### config.mk
export PLATFORM = sky130hd
export DESIGN_NAME = cpu_sde_queue
export DESIGN_NICKNAME = d
export VERILOG_FILES = /design/src/rtl/assert_macros.svh /design/src/rtl/cpu_sde_pkg.sv /design/src/rtl/cpu_sde_queue.sv
export SDC_FILE = /design/constraint.sdc
export NUM_CORES = 1
export LEC_CHECK = 0
export BUFFER_PORTS_ARGS = -buffer_cell sky130_fd_sc_hd__buf_2
export CAP_MARGIN = 0
export CORE_ASPECT_RATIO = 1.1
export CORE_MARGIN = 1
export CORE_UTILIZATION = 45
export DETAILED_ROUTE_END_ITERATION = 8
export PLACE_DENSITY = 0.73
export SYNTH_ARGS = -nofsm -noshare
export SYNTH_HDL_FRONTEND = slang
export SYNTH_SLANG_ARGS = --single-unit
### constraint.sdc
create_clock -name clk -period 3.17 [get_ports clk]
set_input_delay 0.317 -clock clk [delete_from_list [all_inputs] [get_ports clk]]
set_output_delay 0.317 -clock clk [all_outputs]
set_load 0.005 [all_outputs]
### src/rtl/assert_macros.svh
// Assertion macros used by the back end of the decode/execute unit RTL.
`ifndef ASSERT_MACROS_SVH
`define ASSERT_MACROS_SVH

`ifndef SYNTH
// Clocked check, disabled while reset is asserted.
`define CSDE_ASSERT(lbl, ck, rn, prop, msg) \
    lbl: assert property (@(posedge ck) disable iff (!rn) prop) else $error(msg);
// Clocked check that also holds during reset.
`define CSDE_ASSERT_ALWAYS(lbl, ck, prop, msg) \
    lbl: assert property (@(posedge ck) prop) else $error(msg);
`else
`define CSDE_ASSERT(lbl, ck, rn, prop, msg)
`define CSDE_ASSERT_ALWAYS(lbl, ck, prop, msg)
`endif

`endif

### src/rtl/cpu_sde_pkg.sv
// Shared types and opcode constants of the decode/execute unit.
`default_nettype none
package cpu_sde_pkg;

    typedef enum logic [1:0] {CL_MOV, CL_ALU, CL_JCC, CL_BAD} cls_t;
    typedef enum logic [1:0] {MEM_NONE, MEM_LOAD, MEM_STORE} memop_t;
    typedef enum logic [1:0] {ALU_ADD, ALU_SUB, ALU_CMP} alu_t;

    // Memory write kinds on the result channel
    localparam logic [1:0] MW_NONE = 2'd0;
    localparam logic [1:0] MW_BYTE = 2'd1;
    localparam logic [1:0] MW_WORD = 2'd2;

    // Opcode prefixes
    localparam logic [5:0] OPC_MOV_RM      = 6'b100010;
    localparam logic [3:0] OPC_MOV_IMM_REG = 4'b1011;
    localparam logic [6:0] OPC_MOV_IMM_RM  = 7'b1100011;
    localparam logic [5:0] OPC_ADD_RM      = 6'b000000;
    localparam logic [5:0] OPC_SUB_RM      = 6'b001010;
    localparam logic [5:0] OPC_CMP_RM      = 6'b001110;
    localparam logic [5:0] OPC_GRP_IMM     = 6'b100000;
    localparam logic [6:0] OPC_ADD_ACC     = 7'b0000010;
    localparam logic [6:0] OPC_SUB_ACC     = 7'b0010110;
    localparam logic [6:0] OPC_CMP_ACC     = 7'b0011110;
    localparam logic [3:0] OPC_JCC         = 4'b0111;

    // Full opcodes with special handling
    localparam logic [7:0] OP_JNE     = 8'h75;
    localparam logic [7:0] OP_GRP_W16 = 8'h81;
    localparam logic [7:0] OP_GRP_SX  = 8'h83;

    // Mod-r/m fields
    localparam logic [1:0] MOD_MEM0 = 2'b00;
    localparam logic [1:0] MOD_DISP8 = 2'b01;
    localparam logic [1:0] MOD_DISP16 = 2'b10;
    localparam logic [1:0] MOD_REG  = 2'b11;
    localparam logic [2:0] RM_DIRECT = 3'd6;

    // Immediate group selectors
    localparam logic [2:0] GRP_ADD = 3'd0;
    localparam logic [2:0] GRP_SUB = 3'd5;
    localparam logic [2:0] GRP_CMP = 3'd7;

    // Register numbers
    localparam logic [2:0] REG_AX = 3'd0;
    localparam logic [2:0] REG_BX = 3'd3;
    localparam logic [2:0] REG_BP = 3'd5;
    localparam logic [2:0] REG_SI = 3'd6;
    localparam logic [2:0] REG_DI = 3'd7;

    // Decoded instruction passed from front to back
    typedef struct packed {
        cls_t        cls;
        logic        w;
        alu_t        kind;
        logic [2:0]  dst;
        logic [2:0]  src;
        logic        src_imm;
        logic [15:0] imm;
        memop_t      mem;
        logic [2:0]  base0;
        logic [2:0]  base1;
        logic        use0;
        logic        use1;
        logic [15:0] disp;
        logic        jne;
        logic [2:0]  len;
    } dec_t;

endpackage
`default_nettype wire

### src/rtl/cpu_sde_queue.sv
// Two-entry queue of decoded instructions between front and back.
`default_nettype none
module cpu_sde_queue (
    input  wire logic              clk,
    input  wire logic              rst_n,
    input  wire logic              push_valid,
    output logic                   push_ready,
    input  wire cpu_sde_pkg::dec_t push_data,
    output logic                   pop_valid,
    input  wire logic              pop_ready,
    output cpu_sde_pkg::dec_t      pop_data
);
    import cpu_sde_pkg::*;

    localparam int DEPTH = 2;

    dec_t       ent_reg [DEPTH];
    logic       wr_ptr_reg;
    logic       rd_ptr_reg;
    logic [1:0] cnt_reg;
    logic       do_push, do_pop;

    assign push_ready = (cnt_reg != 2'(DEPTH));
    assign pop_valid = (cnt_reg != 2'd0);
    assign pop_data = ent_reg[rd_ptr_reg];
    assign do_push = push_valid && push_ready;
    assign do_pop = pop_valid && pop_ready;

    // Advance pointers and count
    always_ff @(posedge clk or negedge rst_n)
    begin
        if (!rst_n)
        begin
            wr_ptr_reg <= 1'b0;
            rd_ptr_reg <= 1'b0;
            cnt_reg <= 2'd0;
        end
        else
        begin
            if (do_push)
            begin
                wr_ptr_reg <= ~wr_ptr_reg;
            end
            if (do_pop)
            begin
                rd_ptr_reg <= ~rd_ptr_reg;
            end
            if (do_push && !do_pop)
            begin
                cnt_reg <= cnt_reg + 2'd1;
            end
            else if (do_pop && !do_push)
            begin
                cnt_reg <= cnt_reg - 2'd1;
            end
        end
    end

    // Store entries
    always_ff @(posedge clk)
    begin
        if (do_push)
        begin
            ent_reg[wr_ptr_reg] <= push_data;
        end
    end
endmodule
`default_nettype wire

==> results.md <==
* CTS buffer count at 17
* Fin nets at ~460
* Combinational Power Share at around 24%
* Die width at ~97 um
* DP HPWL at around 4700 um
* Critical path required time at approximately 2.9 ns
* Synth Cell Area at 0.00443 mm^2
* Pin count of the biggest net entering global routing at 33
* Worst Path Class, Setup: reg2out
* Least-Margin Pin Slew at approximately 0.72 ns
* Mean post-synth cell area at 22.2 um^2
* Initial antenna violation count at 0
* Net Switching at 1.43 mW
* Initial core utilization at about 47%
* Setup tns final at 0 ns
* RSZ-0062 raised after global routing: no
* Gr ovfl total at 0
* Final wirelength at 8150 um
* R2r setup slk at 1.33 ns
* Design Power at a little under 6 mW
* Hold Path Class: in2reg
* PortBufs at ~120
* CTS tree: built
* Cell Area, Placed at 0.00519 mm^2
* Clock-pin slew on the worst setup and hold paths at 0.05 ns
* Crit path time final at 2.37 ns
* Fillers at about 650
* Die height at approximately 110 um
* Finished Cell Area at 0.00641 mm^2
* Global-route wire length before repair at about 12000 um
* # IOs at approximately 120
* Power Internal at around 4.4 mW
* Antenna diodes at 0
* Clock Power Share at a little over a third
* GRT Total Usage at about 17%
* Total of max-cap violations at 0
* Max reg flops at 116
* Die Area at just over 0.01 mm^2
* Post-CTS Repair Setup Buffers at 0
* Peak supply drop at 0.566 mV
* Worst-path fanout max at 23
* H-tree Lvls at 4
* DRC at 0
* Net Sw Frac at around a quarter
* Clock Tree Root: clkbuf_8
* Relative slew margins at around half
* Sink Count at 120
* Final cycle utilization of the critical path at approximately three quarters
* Via count at about 2400
* Status: completed
* Highest clock rate at about 420 MHz
* Synth Warn # at 0
* Synth unique cells at 16
* Post-route ant nets at 0
* Flop pwr share at 40.1%
* Final setup fails at 0
* CTS max path bufs at 2
* Final clock skew at 0.00818 ns
* Vias per cell at about 4.7
* Storage cell area at approximately 0.0036 mm^2
* Pwr per Cell Area at just over 900 mW/mm^2
* Seq/Total Area, Yosys at about four fifths
* Area leader, netlist: edfxtp_1
* Top post-synthesis cells by area: edfxtp_1 (79%), mux2_2 (12%), mux2_4 (3.4%), dfrtp_1 (2.3%), xnor2_1 (0.59%)
* Rows at 37
* Gate Count Post-Synth at between 150 and 200
* Yosys top cell area share at around 80%
* Final Hold Vio Count at 0
* Pleak at between 2 and 2.5 nW
* Count of cells resized by post-cts repair at 0
* Drt initial violations at 92
* Flops & latches, synth at 120
* Clk_lat worst skew at 0.51 ns
* Share of cells above drive strength 1 at a little over half
* Gpl congestion at just under 0.7
* Syn Nets at roughly 260
* Max Transition Viols Final at 0
* Crit path arrival time at 2.05 ns
* Area Overhead vs Synth at 44.8%
* DR WL/cell at around 16 um
* Vias in the first global route at between 2000 and 2500
* CP startpoint kind: flip-flop
* Core Area at 0.00944 mm^2
* Worst setup EP type: primary output
* Area of the multi-input gates at a little under 800 um^2
* Drt pass-1 iters at 4
cell usage after synthesis:
library cell and count:
and3_1 1, mux2_2 48, ha_1 1, xnor2_1 3
mux2_4 10, nand2_1 2, edfxtp_1 116, nor2_1 2
xor2_1 2, buf_6 2, dfrtp_1 4, buf_8 1
buf_2 4, inv_1 1, nand2b_1 1, or2_2 1
metrics by stage:
stage | cells | worst slack (ns) | hold WS [ns] | util, %
3_5_place_dp | 435 | 1.30 | 0.136 | 55.0
2_1_floorplan | 199 | 0.586 | 0.0214 | -
4_1_cts | 523 | 0.757 | 0.00124 | 67.8
5_1_grt | 524 | 0.698 | 0.000903 | 67.9
6_report | 524 | 0.804 | 0.0188 | 67.9
3_3_place_gp | 435 | 1.34 | 0.127 | 55.0
layout make-up:
type | instances | area share (%)
timing repair buffer | 183 | 19.3
inverter | 1 | 0.0586
tap | 117 | 2.28
multi-input combinational | 71 | 12.3
clock buffer | 18 | 6.52
clock inverter | 14 | 3.57
sequential | 120 | 55.9
critical path, cell delays in order (launching register included):
cell and delay (ns):
dfrtp_2 0.72, buf_4 0.33, mux2_2 0.36, buf_2 0.13
power by group through the flow:
stage                     combinational [mW]  clock (mW)  sequential (mW)
after global placement                  1.38           0             2.34
after floorplan                        0.906           0             2.28
after detailed placement                1.39           0             2.36
final                                   1.42        2.06             2.32
after global routing                    1.55        2.16             2.36
after CTS                               1.45        2.10             2.33
layout by cell type, fill, tap and decap left out, types with 2 or more instances in the layout:
cell	n
buf_12	2
xor2_1	2
clkinv_1	2
buf_2	121
mux2_2	48
clkinvlp_4	3
dlygate4sd3_1	57
dfrtp_1	3
xnor2_1	3
buf_4	3
nand2_1	2
mux2_4	10
edfxtp_1	116
clkinv_2	2
clkbuf_16	16
bufinv_16	6
cell families after synthesis:
kind of cell | share of synthesized area (%)
and+or+nand+nor | 0.764
DFF | 81.0
adders and majority gates | 0.283
muxes | 15.6
xor gates and xnor gates | 0.990
buffers and inverters | 1.39
final timing paths:
path                       cells after the start        endpoint          start
max                                            3     pop_data[4]     rd_ptr_reg
min                                            1  ent_reg[0][23]  push_data[23]
max reg2reg                                    3  ent_reg[1][42]     cnt_reg[0]
min reg2reg                                    1      cnt_reg[1]     cnt_reg[1]
max in group asynchronous                      2      rd_ptr_reg          rst_n
min in group asynchronous                      2      cnt_reg[0]          rst_n
per-layer routing:
layer	up-vias	part of all wire (%)	track usage, %
li1	1178	-	-
met1	1161	41	19.2
met2	88	51	27.4
met3	13	5.8	6.37
met4	0	1.6	7.88
met5	-	0	0
timing repair:
item	4_1_cts	5_1_grt
hold endpoints to repair	114	2
setup endpoints to repair	0	0
hold buffers	56	1
Note: power is estimated with default switching activity, not from simulation.
