### src/rtl/assert_macros.svh
// Assertion macros used by the back end of the decode/execute unit RTL.
`ifndef ASSERT_MACROS_SVH
`define ASSERT_MACROS_SVH

`ifndef SYNTH
// Clocked check, disabled while reset is asserted.
`define CSDE_ASSERT(lbl, ck, rn, prop, msg) \
    lbl: assert property (@(posedge ck) disable iff (!rn) prop) else $error(msg);
// Clocked check that also holds during reset.
`define CSDE_ASSERT_ALWAYS(lbl, ck, prop, msg) \
    lbl: assert property (@(posedge ck) prop) else $error(msg);
`else
`define CSDE_ASSERT(lbl, ck, rn, prop, msg)
`define CSDE_ASSERT_ALWAYS(lbl, ck, prop, msg)
`endif

`endif

### src/rtl/cpu_sde_pkg.sv
// Shared types and opcode constants of the decode/execute unit.
`default_nettype none
package cpu_sde_pkg;

    typedef enum logic [1:0] {CL_MOV, CL_ALU, CL_JCC, CL_BAD} cls_t;
    typedef enum logic [1:0] {MEM_NONE, MEM_LOAD, MEM_STORE} memop_t;
    typedef enum logic [1:0] {ALU_ADD, ALU_SUB, ALU_CMP} alu_t;

    // Memory write kinds on the result channel
    localparam logic [1:0] MW_NONE = 2'd0;
    localparam logic [1:0] MW_BYTE = 2'd1;
    localparam logic [1:0] MW_WORD = 2'd2;

    // Opcode prefixes
    localparam logic [5:0] OPC_MOV_RM      = 6'b100010;
    localparam logic [3:0] OPC_MOV_IMM_REG = 4'b1011;
    localparam logic [6:0] OPC_MOV_IMM_RM  = 7'b1100011;
    localparam logic [5:0] OPC_ADD_RM      = 6'b000000;
    localparam logic [5:0] OPC_SUB_RM      = 6'b001010;
    localparam logic [5:0] OPC_CMP_RM      = 6'b001110;
    localparam logic [5:0] OPC_GRP_IMM     = 6'b100000;
    localparam logic [6:0] OPC_ADD_ACC     = 7'b0000010;
    localparam logic [6:0] OPC_SUB_ACC     = 7'b0010110;
    localparam logic [6:0] OPC_CMP_ACC     = 7'b0011110;
    localparam logic [3:0] OPC_JCC         = 4'b0111;

    // Full opcodes with special handling
    localparam logic [7:0] OP_JNE     = 8'h75;
    localparam logic [7:0] OP_GRP_W16 = 8'h81;
    localparam logic [7:0] OP_GRP_SX  = 8'h83;

    // Mod-r/m fields
    localparam logic [1:0] MOD_MEM0 = 2'b00;
    localparam logic [1:0] MOD_DISP8 = 2'b01;
    localparam logic [1:0] MOD_DISP16 = 2'b10;
    localparam logic [1:0] MOD_REG  = 2'b11;
    localparam logic [2:0] RM_DIRECT = 3'd6;

    // Immediate group selectors
    localparam logic [2:0] GRP_ADD = 3'd0;
    localparam logic [2:0] GRP_SUB = 3'd5;
    localparam logic [2:0] GRP_CMP = 3'd7;

    // Register numbers
    localparam logic [2:0] REG_AX = 3'd0;
    localparam logic [2:0] REG_BX = 3'd3;
    localparam logic [2:0] REG_BP = 3'd5;
    localparam logic [2:0] REG_SI = 3'd6;
    localparam logic [2:0] REG_DI = 3'd7;

    // Decoded instruction passed from front to back
    typedef struct packed {
        cls_t        cls;
        logic        w;
        alu_t        kind;
        logic [2:0]  dst;
        logic [2:0]  src;
        logic        src_imm;
        logic [15:0] imm;
        memop_t      mem;
        logic [2:0]  base0;
        logic [2:0]  base1;
        logic        use0;
        logic        use1;
        logic [15:0] disp;
        logic        jne;
        logic [2:0]  len;
    } dec_t;

endpackage
`default_nettype wire

### src/rtl/cpu_sde_req_if.sv
// Instruction window channel.
`default_nettype none
interface cpu_sde_req_if;
    logic        valid;
    logic        ready;
    logic [47:0] instr_window;

    modport source (output valid, output instr_window, input ready);
    modport sink (input valid, input instr_window, output ready);
endinterface
`default_nettype wire

### src/rtl/cpu_sde_front.sv
// Front end: accepts instruction windows, decodes them and tracks the halt.
`default_nettype none
module cpu_sde_front (
    input  wire logic          clk,
    input  wire logic          rst_n,
    cpu_sde_req_if.sink        req,
    input  wire logic          clearing,
    output logic               push_valid,
    input  wire logic          push_ready,
    output cpu_sde_pkg::dec_t  push_data
);
    import cpu_sde_pkg::*;

    logic        halted_reg;
    logic [7:0]  b0, b1, b2, b3, b4, b5;
    logic [7:0]  op;
    logic [1:0]  md;
    logic [2:0]  rg, rm;
    logic        direct;
    logic [2:0]  ea_n;
    logic [2:0]  imm_pos;
    logic [15:0] ea_disp;
    logic [15:0] rm_imm;
    dec_t        dec;

    // Split the window into bytes
    assign b0 = req.instr_window[7:0];
    assign b1 = req.instr_window[15:8];
    assign b2 = req.instr_window[23:16];
    assign b3 = req.instr_window[31:24];
    assign b4 = req.instr_window[39:32];
    assign b5 = req.instr_window[47:40];
    assign op = b0;
    assign md = b1[7:6];
    assign rg = b1[5:3];
    assign rm = b1[2:0];
    assign direct = (md == MOD_MEM0) && (rm == RM_DIRECT);

    // Size of the mod-r/m byte plus displacement, and the displacement itself
    always_comb
    begin
        ea_n = 3'd1;
        ea_disp = 16'h0000;
        if (md == MOD_REG)
        begin
            ea_n = 3'd1;
        end
        else if (direct || md == MOD_DISP16)
        begin
            ea_n = 3'd3;
            ea_disp = {b3, b2};
        end
        else if (md == MOD_DISP8)
        begin
            ea_n = 3'd2;
            ea_disp = {{8{b2[7]}}, b2};
        end
    end

    // Immediate after the address bytes of mov immediate to r/m
    assign imm_pos = 3'd1 + ea_n;
    always_comb
    begin
        case (imm_pos)
            3'd2:    rm_imm = {b3, b2};
            3'd3:    rm_imm = {b4, b3};
            default: rm_imm = {b5, b4};
        endcase
    end

    // Classify the instruction
    always_comb
    begin
        dec = '0;
        dec.cls = CL_BAD;
        dec.w = op[0];
        dec.kind = ALU_ADD;
        dec.mem = MEM_NONE;
        dec.disp = ea_disp;
        dec.use0 = !direct;
        dec.use1 = !direct && !rm[2];
        case (rm)
            3'd0:    begin dec.base0 = REG_BX; dec.base1 = REG_SI; end
            3'd1:    begin dec.base0 = REG_BX; dec.base1 = REG_DI; end
            3'd2:    begin dec.base0 = REG_BP; dec.base1 = REG_SI; end
            3'd3:    begin dec.base0 = REG_BP; dec.base1 = REG_DI; end
            3'd4:    begin dec.base0 = REG_SI; dec.base1 = REG_SI; end
            3'd5:    begin dec.base0 = REG_DI; dec.base1 = REG_DI; end
            3'd6:    begin dec.base0 = REG_BP; dec.base1 = REG_BP; end
            default: begin dec.base0 = REG_BX; dec.base1 = REG_BX; end
        endcase

        if (op[7:2] == OPC_MOV_RM)
        begin
            dec.cls = CL_MOV;
            dec.len = 3'd1 + ea_n;
            if (md == MOD_REG)
            begin
                dec.dst = op[1] ? rg : rm;
                dec.src = op[1] ? rm : rg;
            end
            else if (op[1])
            begin
                dec.mem = MEM_LOAD;
                dec.dst = rg;
            end
            else
            begin
                dec.mem = MEM_STORE;
                dec.src = rg;
            end
        end
        else if (op[7:4] == OPC_MOV_IMM_REG)
        begin
            dec.cls = CL_MOV;
            dec.w = op[3];
            dec.dst = op[2:0];
            dec.src_imm = 1'b1;
            dec.imm = {op[3] ? b2 : 8'h00, b1};
            dec.len = op[3] ? 3'd3 : 3'd2;
        end
        else if (op[7:1] == OPC_MOV_IMM_RM)
        begin
            dec.cls = CL_MOV;
            dec.src_imm = 1'b1;
            dec.imm = {op[0] ? rm_imm[15:8] : 8'h00, rm_imm[7:0]};
            dec.len = imm_pos + (op[0] ? 3'd2 : 3'd1);
            dec.dst = rm;
            if (md != MOD_REG)
            begin
                dec.mem = MEM_STORE;
            end
        end
        else if (op[7:2] == OPC_ADD_RM || op[7:2] == OPC_SUB_RM || op[7:2] == OPC_CMP_RM)
        begin
            if (md == MOD_REG)
            begin
                dec.cls = CL_ALU;
                dec.kind = (op[7:2] == OPC_ADD_RM) ? ALU_ADD :
                           ((op[7:2] == OPC_SUB_RM) ? ALU_SUB : ALU_CMP);
                dec.dst = op[1] ? rg : rm;
                dec.src = op[1] ? rm : rg;
                dec.len = 3'd2;
            end
        end
        else if (op[7:2] == OPC_GRP_IMM)
        begin
            if (md == MOD_REG && (rg == GRP_ADD || rg == GRP_SUB || rg == GRP_CMP))
            begin
                dec.cls = CL_ALU;
                dec.kind = (rg == GRP_ADD) ? ALU_ADD : ((rg == GRP_SUB) ? ALU_SUB : ALU_CMP);
                dec.dst = rm;
                dec.src_imm = 1'b1;
                if (op == OP_GRP_W16)
                begin
                    dec.imm = {b3, b2};
                    dec.len = 3'd4;
                end
                else if (op == OP_GRP_SX)
                begin
                    dec.imm = {{8{b2[7]}}, b2};
                    dec.len = 3'd3;
                end
                else
                begin
                    dec.imm = {8'h00, b2};
                    dec.len = 3'd3;
                end
            end
        end
        else if (op[7:1] == OPC_ADD_ACC || op[7:1] == OPC_SUB_ACC || op[7:1] == OPC_CMP_ACC)
        begin
            dec.cls = CL_ALU;
            dec.kind = (op[7:1] == OPC_ADD_ACC) ? ALU_ADD :
                       ((op[7:1] == OPC_SUB_ACC) ? ALU_SUB : ALU_CMP);
            dec.dst = REG_AX;
            dec.src_imm = 1'b1;
            dec.imm = {op[0] ? b2 : 8'h00, b1};
            dec.len = op[0] ? 3'd3 : 3'd2;
        end
        else if (op[7:4] == OPC_JCC)
        begin
            dec.cls = CL_JCC;
            dec.jne = (op == OP_JNE);
            dec.imm = {{8{b1[7]}}, b1};
            dec.len = 3'd2;
        end

        // Once halted, every item answers as unsupported
        if (halted_reg)
        begin
            dec.cls = CL_BAD;
        end
        if (dec.cls == CL_BAD)
        begin
            dec.len = 3'd0;
            dec.mem = MEM_NONE;
        end
    end

    // Hand the decoded item to the queue; hold off during the memory clear
    assign push_valid = req.valid && !clearing;
    assign req.ready = push_ready && !clearing;
    assign push_data = dec;

    // Latch the halt on an unsupported transfer
    always_ff @(posedge clk or negedge rst_n)
    begin
        if (!rst_n)
        begin
            halted_reg <= 1'b0;
        end
        else if (req.valid && req.ready && dec.cls == CL_BAD)
        begin
            halted_reg <= 1'b1;
        end
    end
endmodule
`default_nettype wire

### src/flat_wrapper.sv
// flat-port wrapper written by rule: the top's interface ports become plain ports
module cpu_sde_front_flat import cpu_sde_pkg::*;
  (clk, rst_n, clearing, push_valid, push_ready, push_data, req_valid, req_instr_window, req_ready);
  cpu_sde_req_if req_i ();
  input  wire logic clk;
  input  wire logic rst_n;
  input  wire logic clearing;
  output logic push_valid;
  input  wire logic push_ready;
  output cpu_sde_pkg::dec_t push_data;
  input wire logic [$bits(req_i.valid)-1:0] req_valid;
  input wire logic [$bits(req_i.instr_window)-1:0] req_instr_window;
  output wire logic [$bits(req_i.ready)-1:0] req_ready;
  assign req_i.valid = req_valid;
  assign req_i.instr_window = req_instr_window;
  assign req_ready = req_i.ready;
  cpu_sde_front u_core (.clk(clk), .rst_n(rst_n), .req(req_i), .clearing(clearing), .push_valid(push_valid), .push_ready(push_ready), .push_data(push_data));
endmodule
### config.mk
export PLATFORM = sky130hd
export DESIGN_NAME = cpu_sde_front_flat
export DESIGN_NICKNAME = d
export VERILOG_FILES = /design/src/rtl/assert_macros.svh /design/src/rtl/cpu_sde_pkg.sv /design/src/rtl/cpu_sde_req_if.sv /design/src/rtl/cpu_sde_front.sv /design/src/flat_wrapper.sv
export SDC_FILE = /design/constraint.sdc
export NUM_CORES = 1
export LEC_CHECK = 0
export BUFFER_PORTS_ARGS = -buffer_cell sky130_fd_sc_hd__buf_4
export CAP_MARGIN = 15
export CORE_AREA = 2 2 68 70
export CTS_CLUSTER_SIZE = 8
export DETAILED_ROUTE_END_ITERATION = 7
export DIE_AREA = 0 0 70 72
export GPL_ROUTABILITY_DRIVEN = 0
export GPL_TIMING_DRIVEN = 0
export PLACE_DENSITY_LB_ADDON = 0.1
export SETUP_SLACK_MARGIN = 0.2
export SYNTH_ARGS = -nofsm -noshare
export SYNTH_HDL_FRONTEND = slang
export SYNTH_SLANG_ARGS = --single-unit
export TNS_END_PERCENT = 20
### constraint.sdc
create_clock -name clk -period 2.13 [get_ports clk]
set_input_delay 0.1065 -clock clk [delete_from_list [all_inputs] [get_ports clk]]
set_output_delay 0.1065 -clock clk [all_outputs]
set_load 0.1 [all_outputs]
==> out/metrics.yaml <==
status: "finished, final reports clean"
antennaDiodeCount: 0
die_y_um: 72
ys_ff_latch: 1
crit_buf_inv: 2
critPathTopFamily: "compound AO/OA/AOI/OAI gates"
grt.total_usage_pct: 28.9
dp_hpwl_um: 5390
cpMostUsedCell: "buf_4"
timing.final.ws_setup_ns: 0.00653
seq_area_frac_synth_pct: 1.52
cpPeakStageDelay_ns: 0.46
finalWirelength_um: 8160
first_iter_violations: 267
nets: 416
p_sw_w: 0.000606
fin_tns_setup_ns: 0
port_buffers: 106
power-per-cell-area_mw_per_mm2: 273
drv_cap: 0
worst_pin_slew_ns: 0.751
vias: 2630
dpl.cell_count: 396
p_int_w: 0.000297
antenna_found_initial: 0
layout.area.seq_um2: 25.0
rsz0062_at_grt: "true"
crit_required_ns: 2.02
layout-drive-gt1-share_pct: 51.0
p_comb_share_pct: 97.7
setup_viol: 0
syn_to_final_growth_pct: 102
post_drt_wl_per_cell_um: 19.8
yosysWarnings: 0
rows: 24
final_cells: 411
final_max_slew_viol_count: 0
largest_register_ffs: 1
pin_count: 113
fillers: 304
grt_max_degree: 11
core_area_mm2: 0.00426
max_freq_ghz: 0.471
multi_input_area_mm2: 0.00179
critPathSlowestCell: "o221ai_1"
hold_slack_ns: 0.355
dr.pass1.iters: 5
fin_crit_ns: 2.12
clk_latency_ns: 0
critical_path_class: "in -> out"
synth_ff_type: "dfrtp_1"
initial_core_util_pct: 38.5
die_w_um: 70
pwr-share-clk_pct: 0
fp.dieArea_mm2: 0.00504
synth_area_mm2: 0.00164
hold_violations: 0
synthCells: 237
grt_overflow: 0
syn_avg_cell_area_um2: 6.93
end_kind: "output pin"
slew_headroom_pct: 49.9
path_cells: "buf_4, nand3b_1, and2_1, o221ai_1, nor3_4, a211oi_4, buf_4"
ys_types: 54
clock_skew_ns: 0
grt_first_pass_wirelength_um: 12000
finalCritPeriodShare_pct: 99.7
first_global_vias: 2408
switching_share_pct: 67.1
cp.arrival_ns: 2.02
seqPwrFrac_pct: 2.3
clk_pin_slew_worst_paths_ns: 0
drc: 0
hold_path_class: "in -> reg"
worstPathMaxFanout: 9
viasPerCell: 6.40
leakagePower_nw: 1.51
async_flop_share_pct: 100
start_kind: "input port"
ant_nets: 0
synth_edf_count: 0
synth_fp_nets: 292
ir_drop_v: 0.000228
place_ws_ns: -0.365
## cells in the final DEF (no fill, tap or decap), drive strengths merged, types with 2 or more instances in the layout
master and count:
nand2 22, a311oi 8, or3 4, o21ai 16, nor3b 2, a21oi 7, a221o 8, nand3b 2
nor4 2, mux2i 24, a32o 2, nand2b 7, a21o 11, nor2b 3, buf 128, a211oi 4
o221ai 9, nor2 18, and2 11, nor3 5, nand3 6, nand4 2, a22o 11, clkbuf 12
o21a 2, inv 8, nor4b 3
## routing by layer
layer | track usage [%] | wire (um) | vias up
met5 | 0 | 0 | -
met4 | 6.20 | 148 | 0
met3 | 4.17 | 964 | 23
met2 | 48.8 | 3990 | 196
met1 | 39.3 | 3060 | 1237
li1 | - | - | 1174
## cell type report
cell class              instances  area share, %
flip-flops and latches          1          0.755
well taps                      52           1.96
inverters                       8          0.906
multi-input cells             209           53.9
repair buffers                122           37.0
plain buffers                  19           5.40
## through the flow
stage	power [W]	utilization (%)	cell area [um^2]
detailed placement	0.000794	62.0	2650
CTS	0.000846	70.9	3020
floorplan	0.000575	-	1780
global route	0.000933	77.7	3310
global placement	0.000789	61.9	2640
finish	0.000903	77.7	3310
## path summary, 6_finish.rpt
check                           slack [ns]  cells past startpoint                          start                       endpoint
worst min-delay path                  0.35                      2                      req_valid  u_core.halted_reg$_DFFE_PN0P_
max in group asynchronous             1.61                      2                          rst_n  u_core.halted_reg$_DFFE_PN0P_
min in group asynchronous             0.43                      2                          rst_n  u_core.halted_reg$_DFFE_PN0P_
worst max-delay path                 0.007                      7            req_instr_window[2]                   push_data[0]
worst min register to register        0.90                      1  u_core.halted_reg$_DFFE_PN0P_  u_core.halted_reg$_DFFE_PN0P_
worst max register to register        1.15                      1  u_core.halted_reg$_DFFE_PN0P_  u_core.halted_reg$_DFFE_PN0P_
## synth_stat cells, drive strengths merged, types with 6 or more instances
| cell | n | share of area, % |
|---|---|---|
| inv | 8 | 1.8 |
| o21ai | 16 | 5.1 |
| a221o | 8 | 4.9 |
| buf | 6 | 2.6 |
| a21o | 11 | 5.0 |
| nor2 | 18 | 4.6 |
| a22o | 11 | 5.9 |
| nand2b | 7 | 2.7 |
| mux2i | 24 | 15 |
| clkbuf | 13 | 3.0 |
| and2 | 11 | 4.2 |
| a21oi | 7 | 2.1 |
| nand2 | 22 | 5.0 |
| nand3 | 6 | 1.8 |
| a311oi | 8 | 4.6 |
| o221ai | 9 | 4.8 |
## cells by family (layout without fill, tap and decap cells)
group / count (synthesis) / in the layout / share of synthesized area (%)
buffers and inverters: 27 / 149 / 7.39
AO/OA/AOI/OAI: 88 / 88 / 42.4
adder cells (fa/ha/maj): 2 / 2 / 1.98
flip-flops: 1 / 1 / 1.52
AND/OR/NAND/NOR: 94 / 94 / 31.4
multiplexers: 25 / 25 / 15.3
## what timing repair did
action | 4_1_cts | 5_1_grt
hold buffers | 1 | 0
gates cloned | 0 | 0
setup endpoints to repair | 37 | 28
setup buffers | 13 | 1
pin swaps | 11 | 25
gates resized for setup | 65 | 74
endpoints found under the hold margin | 1 | 0
## power groups by stage
| stage | Combinational, W | Clock, W | Sequential (W) |
|---|---|---|---|
| 4_1_cts | 0.000825 | 0 | 0.0000204 |
| 5_1_grt | 0.000913 | 0 | 0.0000205 |
| 3_5_place_dp | 0.000774 | 0 | 0.0000204 |
| 2_1_floorplan | 0.000555 | 0 | 0.0000202 |
| 3_3_place_gp | 0.000769 | 0 | 0.0000204 |
| 6_report | 0.000883 | 0 | 0.0000204 |
Power figures use the tool's default switching activity.
